<file path="src/drt_pkg.sv">
// Shared types, screen geometry and function codes for the dirty rectangle tracker.
// No dependencies; imported by every module of the block.
package drt_pkg;

   localparam int SCREEN_W = 320;
   localparam int SCREEN_H = 240;

   localparam int XW = $clog2(SCREEN_W + 1);
   localparam int YW = $clog2(SCREEN_H + 1);
   // signed working width: a 16-bit edge plus a 16-bit extent never wraps
   localparam int CW = 18;

   localparam logic [2:0] FUNC_MARK      = 3'd0;
   localparam logic [2:0] FUNC_MARK_ALL  = 3'd1;
   localparam logic [2:0] FUNC_QUERY     = 3'd2;
   localparam logic [2:0] FUNC_CLEAR     = 3'd3;
   localparam logic [2:0] FUNC_END_FRAME = 3'd4;

   typedef struct packed {
      logic [2:0]         func;
      logic signed [15:0] x;
      logic signed [15:0] y;
      logic signed [15:0] w;
      logic signed [15:0] h;
      logic               full_update;
   } item_type;

   typedef struct packed {
      logic          keep;
      logic [XW-1:0] x;
      logic [YW-1:0] y;
      logic [XW-1:0] w;
      logic [YW-1:0] h;
   } mark_type;

   typedef struct packed {
      logic          overlap;
      logic          push_valid;
      logic [XW-1:0] push_x;
      logic [YW-1:0] push_y;
      logic [XW-1:0] push_w;
      logic [YW-1:0] push_h;
      logic          front_index;
      logic [31:0]   frames_done;
   } result_type;

endpackage

</file>
<file path="src/drt_clamp.sv">
// Clamps a signed mark rectangle to the screen and flags it empty or not.
// Depends on drt_pkg.
module drt_clamp import drt_pkg::*; (
   input  item_type item_i,
   output mark_type mark_o
);

   localparam logic signed [CW-1:0] SW_S = CW'(SCREEN_W);
   localparam logic signed [CW-1:0] SH_S = CW'(SCREEN_H);

   logic signed [CW-1:0] x0, y0, w0, h0;
   logic signed [CW-1:0] x1, y1, w1, h1;
   logic signed [CW-1:0] w2, h2;

   always_comb begin
      x0 = {{(CW-16){item_i.x[15]}}, item_i.x};
      y0 = {{(CW-16){item_i.y[15]}}, item_i.y};
      w0 = {{(CW-16){item_i.w[15]}}, item_i.w};
      h0 = {{(CW-16){item_i.h[15]}}, item_i.h};

      // negative origin eats into the extent
      if (x0 < 0) begin
         x1 = '0;
         w1 = w0 + x0;
      end else begin
         x1 = x0;
         w1 = w0;
      end
      if (y0 < 0) begin
         y1 = '0;
         h1 = h0 + y0;
      end else begin
         y1 = y0;
         h1 = h0;
      end

      w2 = (x1 + w1 > SW_S) ? SW_S - x1 : w1;
      h2 = (y1 + h1 > SH_S) ? SH_S - y1 : h1;

      mark_o.keep = (w2 > 0) && (h2 > 0);
      mark_o.x    = x1[XW-1:0];
      mark_o.y    = y1[YW-1:0];
      mark_o.w    = w2[XW-1:0];
      mark_o.h    = h2[YW-1:0];
   end

endmodule

</file>
<file path="src/drt_state.sv">
// Box, buffer and frame state with the per-item update and result logic.
// Depends on drt_pkg; takes the clamped mark from drt_clamp.
module drt_state import drt_pkg::*; (
   input  logic       clock,
   input  logic       reset,
   input  logic       go,
   input  logic       tracking_enable,
   input  item_type   item_i,
   input  mark_type   mark_i,
   output result_type result_o
);

   logic [XW-1:0] box_left_ff, box_left_in;
   logic [YW-1:0] box_top_ff, box_top_in;
   logic [XW-1:0] box_width_ff, box_width_in;
   logic [YW-1:0] box_height_ff, box_height_in;
   logic          box_dirty_ff, box_dirty_in;
   logic          front_ff, front_in;
   logic [31:0]   frames_ff, frames_in;

   logic [XW:0]   box_right, mark_right, new_left, new_right;
   logic [YW:0]   box_bottom, mark_bottom, new_top, new_bottom;

   logic signed [CW-1:0] qx, qy, qw, qh;
   logic signed [CW-1:0] bl_s, bt_s, br_s, bb_s;
   logic                 hit;

   always_comb begin
      box_right   = {1'b0, box_left_ff} + {1'b0, box_width_ff};
      box_bottom  = {1'b0, box_top_ff} + {1'b0, box_height_ff};
      mark_right  = {1'b0, mark_i.x} + {1'b0, mark_i.w};
      mark_bottom = {1'b0, mark_i.y} + {1'b0, mark_i.h};
      new_left    = ({1'b0, mark_i.x} < {1'b0, box_left_ff}) ? {1'b0, mark_i.x}
                                                             : {1'b0, box_left_ff};
      new_top     = ({1'b0, mark_i.y} < {1'b0, box_top_ff}) ? {1'b0, mark_i.y}
                                                            : {1'b0, box_top_ff};
      new_right   = (mark_right > box_right) ? mark_right : box_right;
      new_bottom  = (mark_bottom > box_bottom) ? mark_bottom : box_bottom;

      qx   = {{(CW-16){item_i.x[15]}}, item_i.x};
      qy   = {{(CW-16){item_i.y[15]}}, item_i.y};
      qw   = {{(CW-16){item_i.w[15]}}, item_i.w};
      qh   = {{(CW-16){item_i.h[15]}}, item_i.h};
      bl_s = {{(CW-XW){1'b0}}, box_left_ff};
      bt_s = {{(CW-YW){1'b0}}, box_top_ff};
      br_s = {{(CW-XW-1){1'b0}}, box_right};
      bb_s = {{(CW-YW-1){1'b0}}, box_bottom};
      // touching edges count as a hit
      hit  = !((qx + qw < bl_s) || (qx > br_s) || (qy + qh < bt_s) || (qy > bb_s));
   end

   always_comb begin
      box_left_in   = box_left_ff;
      box_top_in    = box_top_ff;
      box_width_in  = box_width_ff;
      box_height_in = box_height_ff;
      box_dirty_in  = box_dirty_ff;
      front_in      = front_ff;
      frames_in     = frames_ff;
      result_o      = '0;

      unique case (item_i.func)
         FUNC_MARK: begin
            if (tracking_enable && mark_i.keep) begin
               if (!box_dirty_ff) begin
                  box_left_in   = mark_i.x;
                  box_top_in    = mark_i.y;
                  box_width_in  = mark_i.w;
                  box_height_in = mark_i.h;
                  box_dirty_in  = 1'b1;
               end else begin
                  box_left_in   = new_left[XW-1:0];
                  box_top_in    = new_top[YW-1:0];
                  box_width_in  = XW'(new_right - new_left);
                  box_height_in = YW'(new_bottom - new_top);
               end
            end
         end
         FUNC_MARK_ALL: begin
            box_left_in   = '0;
            box_top_in    = '0;
            box_width_in  = XW'(SCREEN_W);
            box_height_in = YW'(SCREEN_H);
            box_dirty_in  = 1'b1;
         end
         FUNC_QUERY: begin
            result_o.overlap = tracking_enable && box_dirty_ff && hit;
         end
         FUNC_CLEAR: begin
            box_dirty_in = 1'b0;
         end
         FUNC_END_FRAME: begin
            front_in  = ~front_ff;
            frames_in = frames_ff + 32'd1;
            if (item_i.full_update || !tracking_enable) begin
               result_o.push_valid = 1'b1;
               result_o.push_w     = XW'(SCREEN_W);
               result_o.push_h     = YW'(SCREEN_H);
            end else if (box_dirty_ff) begin
               result_o.push_valid = 1'b1;
               result_o.push_x     = box_left_ff;
               result_o.push_y     = box_top_ff;
               result_o.push_w     = box_width_ff;
               result_o.push_h     = box_height_ff;
               box_dirty_in        = 1'b0;
            end
         end
         default: begin
         end
      endcase

      result_o.front_index = front_in;
      result_o.frames_done = frames_in;
   end

   always_ff @(posedge clock) begin
      if (reset) begin
         box_left_ff   <= '0;
         box_top_ff    <= '0;
         box_width_ff  <= XW'(SCREEN_W);
         box_height_ff <= YW'(SCREEN_H);
         box_dirty_ff  <= 1'b1;
         front_ff      <= 1'b0;
         frames_ff     <= '0;
      end else if (go) begin
         box_left_ff   <= box_left_in;
         box_top_ff    <= box_top_in;
         box_width_ff  <= box_width_in;
         box_height_ff <= box_height_in;
         box_dirty_ff  <= box_dirty_in;
         front_ff      <= front_in;
         frames_ff     <= frames_in;
      end
   end

endmodule

</file>
<file path="src/dirty_rectangle_tracker.sv">
// Dirty rectangle tracker for a 320 x 240 double-buffered display: one item in, one
// result out per item, one item per cycle sustained while rsp_stall is low. An item
// is registered on transfer, worked through the clamp and box logic and lands in the
// result register once that register is free or draining; the single box register set
// is read and written once per cycle, which sets the rate. After reset the whole screen
// is dirty and tracking is on. The enable register is written over the csr_ channel,
// which is always ready; write it only while no items are in flight.
module dirty_rectangle_tracker import drt_pkg::*; (
   input  logic                 clock,
   input  logic                 reset,

   input  logic                 req_valid,
   output logic                 req_stall,
   input  logic [2:0]           req_func,
   input  logic signed [15:0]   req_rect_x,
   input  logic signed [15:0]   req_rect_y,
   input  logic signed [15:0]   req_rect_w,
   input  logic signed [15:0]   req_rect_h,
   input  logic                 req_full_update,

   output logic                 rsp_valid,
   input  logic                 rsp_stall,
   output logic                 rsp_overlap,
   output logic                 rsp_push_valid,
   output logic [XW-1:0]        rsp_push_x,
   output logic [YW-1:0]        rsp_push_y,
   output logic [XW-1:0]        rsp_push_w,
   output logic [YW-1:0]        rsp_push_h,
   output logic                 rsp_front_index,
   output logic [31:0]          rsp_frames_done,

   input  logic                 csr_valid,
   output logic                 csr_ready,
   input  logic                 csr_wdata
);

   logic       in_valid_ff, in_valid_in;
   item_type   in_item_ff;
   logic       out_valid_ff, out_valid_in;
   result_type out_result_ff;
   logic       enable_ff;

   logic       advance;
   item_type   req_item;
   mark_type   mark;
   result_type result;

   assign req_item = '{func: req_func, x: req_rect_x, y: req_rect_y,
                       w: req_rect_w, h: req_rect_h, full_update: req_full_update};

   // the working stage moves on whenever the result register is free or draining
   assign advance   = in_valid_ff && (!out_valid_ff || !rsp_stall);
   assign req_stall = in_valid_ff && !advance;
   assign csr_ready = 1'b1;

   always_comb begin
      in_valid_in  = req_stall ? in_valid_ff : req_valid;
      out_valid_in = out_valid_ff;
      if (advance) begin
         out_valid_in = 1'b1;
      end else if (out_valid_ff && !rsp_stall) begin
         out_valid_in = 1'b0;
      end
   end

   drt_clamp u_clamp (
      .item_i (in_item_ff),
      .mark_o (mark)
   );

   drt_state u_state (
      .clock           (clock),
      .reset           (reset),
      .go              (advance),
      .tracking_enable (enable_ff),
      .item_i          (in_item_ff),
      .mark_i          (mark),
      .result_o        (result)
   );

   always_ff @(posedge clock) begin
      if (reset) begin
         in_valid_ff  <= 1'b0;
         out_valid_ff <= 1'b0;
         enable_ff    <= 1'b1;
      end else begin
         in_valid_ff  <= in_valid_in;
         out_valid_ff <= out_valid_in;
         if (csr_valid && csr_ready) begin
            enable_ff <= csr_wdata;
         end
      end
   end

   always_ff @(posedge clock) begin
      if (!req_stall) begin
         in_item_ff <= req_item;
      end
      if (advance) begin
         out_result_ff <= result;
      end
   end

   assign rsp_valid       = out_valid_ff;
   assign rsp_overlap     = out_result_ff.overlap;
   assign rsp_push_valid  = out_result_ff.push_valid;
   assign rsp_push_x      = out_result_ff.push_x;
   assign rsp_push_y      = out_result_ff.push_y;
   assign rsp_push_w      = out_result_ff.push_w;
   assign rsp_push_h      = out_result_ff.push_h;
   assign rsp_front_index = out_result_ff.front_index;
   assign rsp_frames_done = out_result_ff.frames_done;

endmodule

</file>
<file path="config.mk">
export PLATFORM = sky130hd
export DESIGN_NAME = dirty_rectangle_tracker
export DESIGN_NICKNAME = d
export VERILOG_FILES = /design/src/drt_pkg.sv /design/src/drt_clamp.sv /design/src/drt_state.sv /design/src/dirty_rectangle_tracker.sv
export SDC_FILE = /design/constraint.sdc
export NUM_CORES = 1
export LEC_CHECK = 0
export ABC_CLOCK_PERIOD_IN_PS = 9100
export BUFFER_PORTS_ARGS = -buffer_cell sky130_fd_sc_hd__buf_2
export CORE_MARGIN = 1
export CORE_UTILIZATION = 57
export CTS_BUF_LIST = sky130_fd_sc_hd__clkbuf_2
export DETAILED_ROUTE_END_ITERATION = 6
export PLACE_DENSITY = 0.85
export SYNTH_ARGS = -nofsm -noshare
export SYNTH_HDL_FRONTEND = slang
export SYNTH_SLANG_ARGS = --single-unit
</file>
<file path="constraint.sdc">
create_clock -name clock -period 9.1 [get_ports clock]
set_clock_uncertainty 0.05 [all_clocks]
set_input_delay 1.365 -clock clock [delete_from_list [all_inputs] [get_ports clock]]
set_output_delay 1.365 -clock clock [all_outputs]
set_load 0.1 [all_outputs]
</file>
After elaboration in Yosys (flattened, before gate mapping)
Cells that the tools add are included.
{ "word_totals": {"ff_bits": 208, "inputBits": 74, "out_inout_bits": 72} }
{ "op_classes": {"addsub": 13, "magnitude_cmp": 14, "eq_ne": 6, "n_mux": 32, "bitwise": 3, "reduce_logical": 24} }
{ "op_table": {"columns": ["cell", "count"], "rows": [
  ["18-bit 2-to-1 mux", 6],
  ["9-bit 2-to-1 mux", 6],
  ["8-bit 2-to-1 mux", 6],
  ["18-bit adder", 2],
  ["18-bit by 1-bit greater-than comparator with 1-bit output, second input constant", 2],
  ["9-bit one-hot mux with 2 select lines", 2],
  ["35-bit 2-to-1 mux", 1],
  ["16-bit by 16-bit adder with 17-bit output", 2],
  ["32-bit by 1-bit adder with 32-bit output, second input constant", 1],
  ["16-bit by 1-bit < comparator with 1-bit output, second input constant", 2],
  ["32-bit 2-to-1 mux", 1],
  ["8-bit one-hot mux with 2 select lines", 2],
  ["9-bit by 9-bit adder with 10-bit output", 2],
  ["8-bit by 8-bit adder with 9-bit output", 2],
  ["18-bit by 10-bit greater-than comparator with 1-bit output, second input constant", 1],
  ["18-bit by 9-bit greater-than comparator with 1-bit output, second input constant", 1],
  ["18-bit by 10-bit < comparator with 1-bit output", 1],
  ["18-bit by 9-bit < comparator with 1-bit output", 1],
  ["10-bit by 18-bit subtractor with 18-bit output, first input constant", 1],
  ["9-bit by 18-bit subtractor with 18-bit output, first input constant", 1],
  ["17-bit 2-to-1 mux", 1],
  ["16-bit by 10-bit greater-than comparator with 1-bit output", 1],
  ["16-bit by 11-bit greater-than comparator with 1-bit output", 1],
  ["10-bit greater-than comparator", 1],
  ["22 further kinds", 45]
]} }

Longest topological paths before layout
{ "depth": {"ltp_word": 12, "depth_mapped": 51, "ltp_nobuf": 49} }

By module
Synthesis repeated with hierarchy kept, for this count alone.
{ "hier_totals": {"cells_unflattened": 1920, "area_unflattened_um2": 17543.1} }
{ "modules_own_cells": {"columns": ["module", "n_inst", "cells_each", "area_per_inst_um2"], "rows": [
  ["drt_state", 1, 1115, 8727.1],
  ["drt_clamp", 1, 654, 4573.1],
  ["dirty_rectangle_tracker", 1, 151, 4242.8]
]} }

Worst setup path before layout
OpenSTA, ideal clock, no wires.
{ "synth_timing": {"path_type": "register to register", "from": "register in_item_ff[50] in the netlist's numbering", "to": "register u_state.box_width_ff[8]", "setup_time_ns": 0.126, "t_arrival_ns": 8.958, "t_required_ns": 8.924, "setup_slack_ns": -0.033, "path_stages_with_launch": 49, "n_path_buf": 2, "synth_period_minus_slack_ns": 9.133, "cell_sequence": "edfxtp_1 ha_1 a211o_1 a21o_1 o2111a_1 or3_1 a21oi_1 xnor2_1 mux2_2 ha_1 clkbuf_1 nand2_1 clkinv_1 nand3_1 o311ai_0 o21a_1 o311a_1 o211ai_2 [... 13 more ...] nand4_1 nor2_1 a21oi_1 o211ai_1 and2_1 clkbuf_1 o21ai_0 ha_1 o21ai_0 a21boi_0 o21ai_0 nand2b_1 a21o_1 a21o_1 xor2_1 and3_1 a211oi_1 a2bb2oi_1"} }
{ "synth_between": {"elab_chain_len": 12, "elab_cells_between_ends": 22, "classes_between": "add/sub: 5; order compare: 5; eq/ne: 1; mux: 8; reduce/logical: 3"} }
{ "synth_rtl": {"columns": ["element", "line", "rtl"], "rows": [
  ["start: declaration", "dirty_rectangle_tracker.sv:38", "item_type in_item_ff;"],
  ["start signal: assignment", "dirty_rectangle_tracker.sv:97", "in_item_ff <= req_item;"],
  ["16-bit by 16-bit adder with 17-bit output or 16-bit by 1-bit < comparator with 1-bit output (tied branches)", "drt_clamp.sv:24, drt_clamp.sv:22", null],
  ["18-bit 2-to-1 mux", "drt_clamp.sv:22", "if (x0 < 0) begin"],
  ["18-bit adder", "drt_clamp.sv:37", "w2 = (x1 + w1 > SW_S) ? SW_S - x1 : w1;"],
  ["18-bit by 10-bit greater-than comparator with 1-bit output", "drt_clamp.sv:37", null],
  ["18-bit 2-to-1 mux", "drt_clamp.sv:37", null],
  ["9-bit by 9-bit adder with 10-bit output", "drt_state.sv:31", "mark_right = {1'b0, mark_i.x} + {1'b0, mark_i.w};"],
  ["10-bit greater-than comparator", "drt_state.sv:37", "new_right = (mark_right > box_right) ? mark_right : box_right;"],
  ["9-bit 2-to-1 mux", "drt_state.sv:37", null],
  ["9-bit subtractor", "drt_state.sv:74", "box_width_in = XW'(new_right - new_left);"],
  ["9-bit 2-to-1 mux", "drt_state.sv:65", "if (!box_dirty_ff) begin"],
  ["9-bit 2-to-1 mux", "drt_state.sv:64", "if (tracking_enable && mark_i.keep) begin"],
  ["9-bit one-hot mux with 2 select lines", "drt_state.sv:62", "unique case (item_i.func)"],
  ["end signal: assignment", "drt_state.sv:120", "box_width_ff <= XW'(SCREEN_W);"],
  ["end signal: assignment", "drt_state.sv:128", "box_width_ff <= box_width_in;"],
  ["end: declaration", "drt_state.sv:15", "logic [XW-1:0] box_width_ff, box_width_in;"]
]} }
Several ways; a longest one is shown, not always the timed one. The select of a mux whose other input is x is not followed.
A chain may end at the register's enable or synchronous reset.

Worst setup path after layout
{ "layout_timing": {"from": "register in_item_ff[33] in the netlist's numbering", "to": "register u_state.box_height_ff[7]"} }
{ "layout_between": {"elab_chain_len": 12, "elab_cells_between_ends": 22, "classes_between": "add/sub: 5; order compare: 5; eq/ne: 1; mux: 8; reduce/logical: 3"} }
{ "layout_rtl": {"columns": ["element", "line", "rtl"], "rows": [
  ["16-bit by 16-bit adder with 17-bit output or 16-bit by 1-bit < comparator with 1-bit output (tied branches)", "drt_clamp.sv:31, drt_clamp.sv:29", null],
  ["18-bit 2-to-1 mux", "drt_clamp.sv:29", "if (y0 < 0) begin"],
  ["18-bit adder", "drt_clamp.sv:38", "h2 = (y1 + h1 > SH_S) ? SH_S - y1 : h1;"],
  ["18-bit by 9-bit greater-than comparator with 1-bit output", "drt_clamp.sv:38", null],
  ["18-bit 2-to-1 mux", "drt_clamp.sv:38", null],
  ["8-bit by 8-bit adder with 9-bit output", "drt_state.sv:32", "mark_bottom = {1'b0, mark_i.y} + {1'b0, mark_i.h};"],
  ["9-bit greater-than comparator", "drt_state.sv:38", "new_bottom = (mark_bottom > box_bottom) ? mark_bottom : box_bottom;"],
  ["8-bit 2-to-1 mux", "drt_state.sv:38", null],
  ["8-bit subtractor", "drt_state.sv:75", "box_height_in = YW'(new_bottom - new_top);"],
  ["8-bit 2-to-1 mux", "drt_state.sv:65", null],
  ["8-bit 2-to-1 mux", "drt_state.sv:64", null],
  ["8-bit one-hot mux with 2 select lines", "drt_state.sv:62", null],
  ["end signal: assignment", "drt_state.sv:121", "box_height_ff <= YW'(SCREEN_H);"],
  ["end signal: assignment", "drt_state.sv:129", "box_height_ff <= box_height_in;"],
  ["end: declaration", "drt_state.sv:16", "logic [YW-1:0] box_height_ff, box_height_in;"]
]} }
Several ways; a longest one is shown, not always the timed one. The select of a mux whose other input is x is not followed.

==> impl_metrics.ini <==
[cts]
cts.sinks = 208
clk_latency_ns = 0.91
cts_tree = built
clkTransAtPathRegs_ns = 0.12
cts_root_buf = clkbuf_2
cts_buffer_depth = 3
h-tree-depth = 2
cts_buffers = 52

[floorplanning]
coreArea_um2 = 28090
io_pins = 146
die-area_um2 = 29570
start_util = 0.5863
die_x_um = 172.0
die_y_um = 172.0
num_rows = 61

[synth]
synth_most_common_cell = ha_1
ys_warn_count = 0
ys.flop_type = edfxtp_1
syn_inst = 1782
ys_top_cells_by_count = 183 x ha_1, 137 x edfxtp_1, 131 x nand2_1
ys_seq_elements = 208
synth.net_count = 2049
yosysTopAreaCell = edfxtp_1
syn_avg_cell_area_um2 = 9.241
synth_enable_flop_cells = 137
synth.yosys.seq_area_share = 0.3361
ys_types = 86
yosys-top-cells-area = edfxtp_1 25%, ha_1 14%, dfxtp_1 8.6%
yosys.area.top_type_share = 0.2498
async_reset_ff_frac = 0
synth_area_um2 = 16470

[setup_path]
worst-path-max-fanout = 8
crit_slowest_cell = edfxtp_1
cp.arrival_ns = 9.56
worstSetupPathType = reg -> reg
end_kind = flop
critPathRequiredTime_ns = 9.84
cpPeakStageDelay_ns = 0.45
start_kind = flop
r2r_slack_ns = 0.28

[hold_path]
min_path_type = reg -> reg

[routing]
ant_nets = 0
routed-wl-met2_um = 20960
viasPerCell = 6.087
drt-total-wl_um = 44860
first_pass_iters = 5
drcViolationCount = 0
detailroute.wirelength.met3_um = 3267
drt_iter0_markers = 1267
wl_met1_um = 19180
vias = 14990
wl_per_cell_um = 18.22
routed.top_layer = met5

[power]
power.density_nw_per_um2 = 176.4
power_mw = 3.422
power.share.clock = 0.204
power.switching_mw = 1.358
seqPwrFrac = 0.312
p_int_mw = 2.065
peakVddDrop_uv = 131.7
p_comb_frac = 0.484
p_leak_nw = 8.323
power_switching_share = 0.3967

[global_route]
antenna_found_initial = 2
grt_pass1_wl_um = 69700
overflow = 0
track_usage = 0.2960
grt_max_degree = 70
grt_pass1_vias = 14240

[timing]
slew_viol_final = 0
timing.slew.headroom = 0.2937
fin_crit_ns = 8.819
fin_hold_ws_ns = 0.4610
max_slew.worst_pin.slew_ns = 1.057
rsz0062_at_grt = true
max_freq_ghz = 0.1134
final-hold-violation-count = 0
final-setup-viol-count = 0
finalCritPeriodShare = 0.9691

[placement]
place_congestion = 0.9855
port_buffers = 144
dp_hpwl_um = 33660

[cells_and_area]
drive_gt1_frac = 0.2380
area_growth_pct = 17.83
final_net_count = 2312

[flow_run]
cap_violations = 0

[run_status]
status = finished clean
[through the flow]
step                area (um^2)  setup WS, ns  TNS (ns)  std cells  utilization
floorplan                 16470      0.002514         0       1782            -
global placement          18050       0.01777         0       2326       0.6427
detailed placement        18050       -0.2146   -0.5606       2326       0.6427
CTS                       18670      0.008973         0       2425       0.6647
global route              19400       -0.1737   -0.4911       2463       0.6908
finish                    19400        0.2810         0       2463       0.6908
[cells by family (layout without fill, tap and decap cells)]
logic type	after synthesis	count (layout)	synth area share
and+or+nand+nor	521	521	0.1582
AOI/OAI and AO/OA	497	497	0.2029
DFF	208	208	0.3361
adders and majority gates	193	193	0.1512
buffers and inverters	164	466	0.03951
xor gates and xnor gates	137	137	0.07287
muxes	61	61	0.03898
other	1	2	0.0002277
[metal layers]
metal / up-vias / GRT usage
li1: 7135 / -
met5: - / 0
met4: 2 / 0.1185
met1: 7068 / 0.3905
met2: 663 / 0.4895
met3: 125 / 0.03937
[cells in the final DEF (no fill, tap or decap), types with 31 or more instances in the layout]
cell type  instances
ha_1             164
buf_2            144
edfxtp_1         137
buf_4            128
nand2_1          127
nor2_1           104
a21oi_1           99
inv_1             95
o21ai_0           81
dfxtp_1           71
clkbuf_2          69
xor2_1            68
xnor2_1           66
nor3_1            64
a21o_1            54
nor2b_1           48
nand2b_1          33
o21a_1            32
o21ai_1           31
mux2i_1           31
[final timing paths]
kind                              start                        to  cells past startpoint
setup reg to reg         in_item_ff[33]  u_state.box_height_ff[7]                     50
hold reg to reg   u_state.box_top_ff[5]     u_state.box_top_ff[5]                      2
hold / removal    u_state.box_top_ff[5]     u_state.box_top_ff[5]                      2
setup / recovery         in_item_ff[33]  u_state.box_height_ff[7]                     50
[power groups by stage]
stage	Sequential, mW	Combinational (mW)	Clock (mW)
3_3_place_gp	1.09	1.40	0
4_1_cts	1.07	1.46	0.717
3_5_place_dp	1.09	1.43	0
5_1_grt	1.07	1.80	0.758
6_report	1.07	1.66	0.700
2_1_floorplan	1.17	0.981	0
[worst max-delay path, delay by kind of cell (launching register included)]
family / cells / cell delay (ns)
AOI/OAI and AO/OA: 20 / 3.54
adders and majority gates: 7 / 1.84
and+or+nand+nor: 12 / 1.44
xor gates and xnor gates: 4 / 0.52
buffers and inverters: 5 / 0.51
DFF: 1 / 0.45
muxes: 2 / 0.41
[flip-flops by register name, indices dropped and copies added (netlist names)]
signal and flops:
in_valid_ff 1, rsp_frames_done 32, u_state.box_width_ff 9, rsp_overlap 1, enable_ff 1, u_state.frames_ff 32
u_state.box_height_ff 8, rsp_push_h 8, rsp_push_valid 1, rsp_push_y 8, u_state.front_ff 1, u_state.box_dirty_ff 1
rsp_push_w 9, rsp_valid 1, u_state.box_left_ff 9, in_item_ff 68, u_state.box_top_ff 8, rsp_push_x 9
rsp_front_index 1
[what timing repair did]
| item | 4_1_cts | 5_1_grt |
|---|---|---|
| hold buffers | 0 | 0 |
| pin swaps | 5 | 81 |
| setup endpoints to repair | 4 | 12 |
| endpoints found under the hold margin | 0 | 0 |
| gates resized for setup | 14 | 119 |
| buffers inserted | 6 | 37 |
[layout make-up]
class / count / area (um^2)
Multi-Input combinational cell: 1410 / 10800
Fill cell: 2163 / 8683
Sequential cell: 208 / 5535
Timing Repair Buffer: 273 / 1693
Tap cell: 378 / 473.0
Inverter: 100 / 376.6
Clock buffer: 69 / 345.3
Clock inverter: 24 / 182.7
Antenna cell: 1 / 2.502
(Power assumes the default switching activity.)
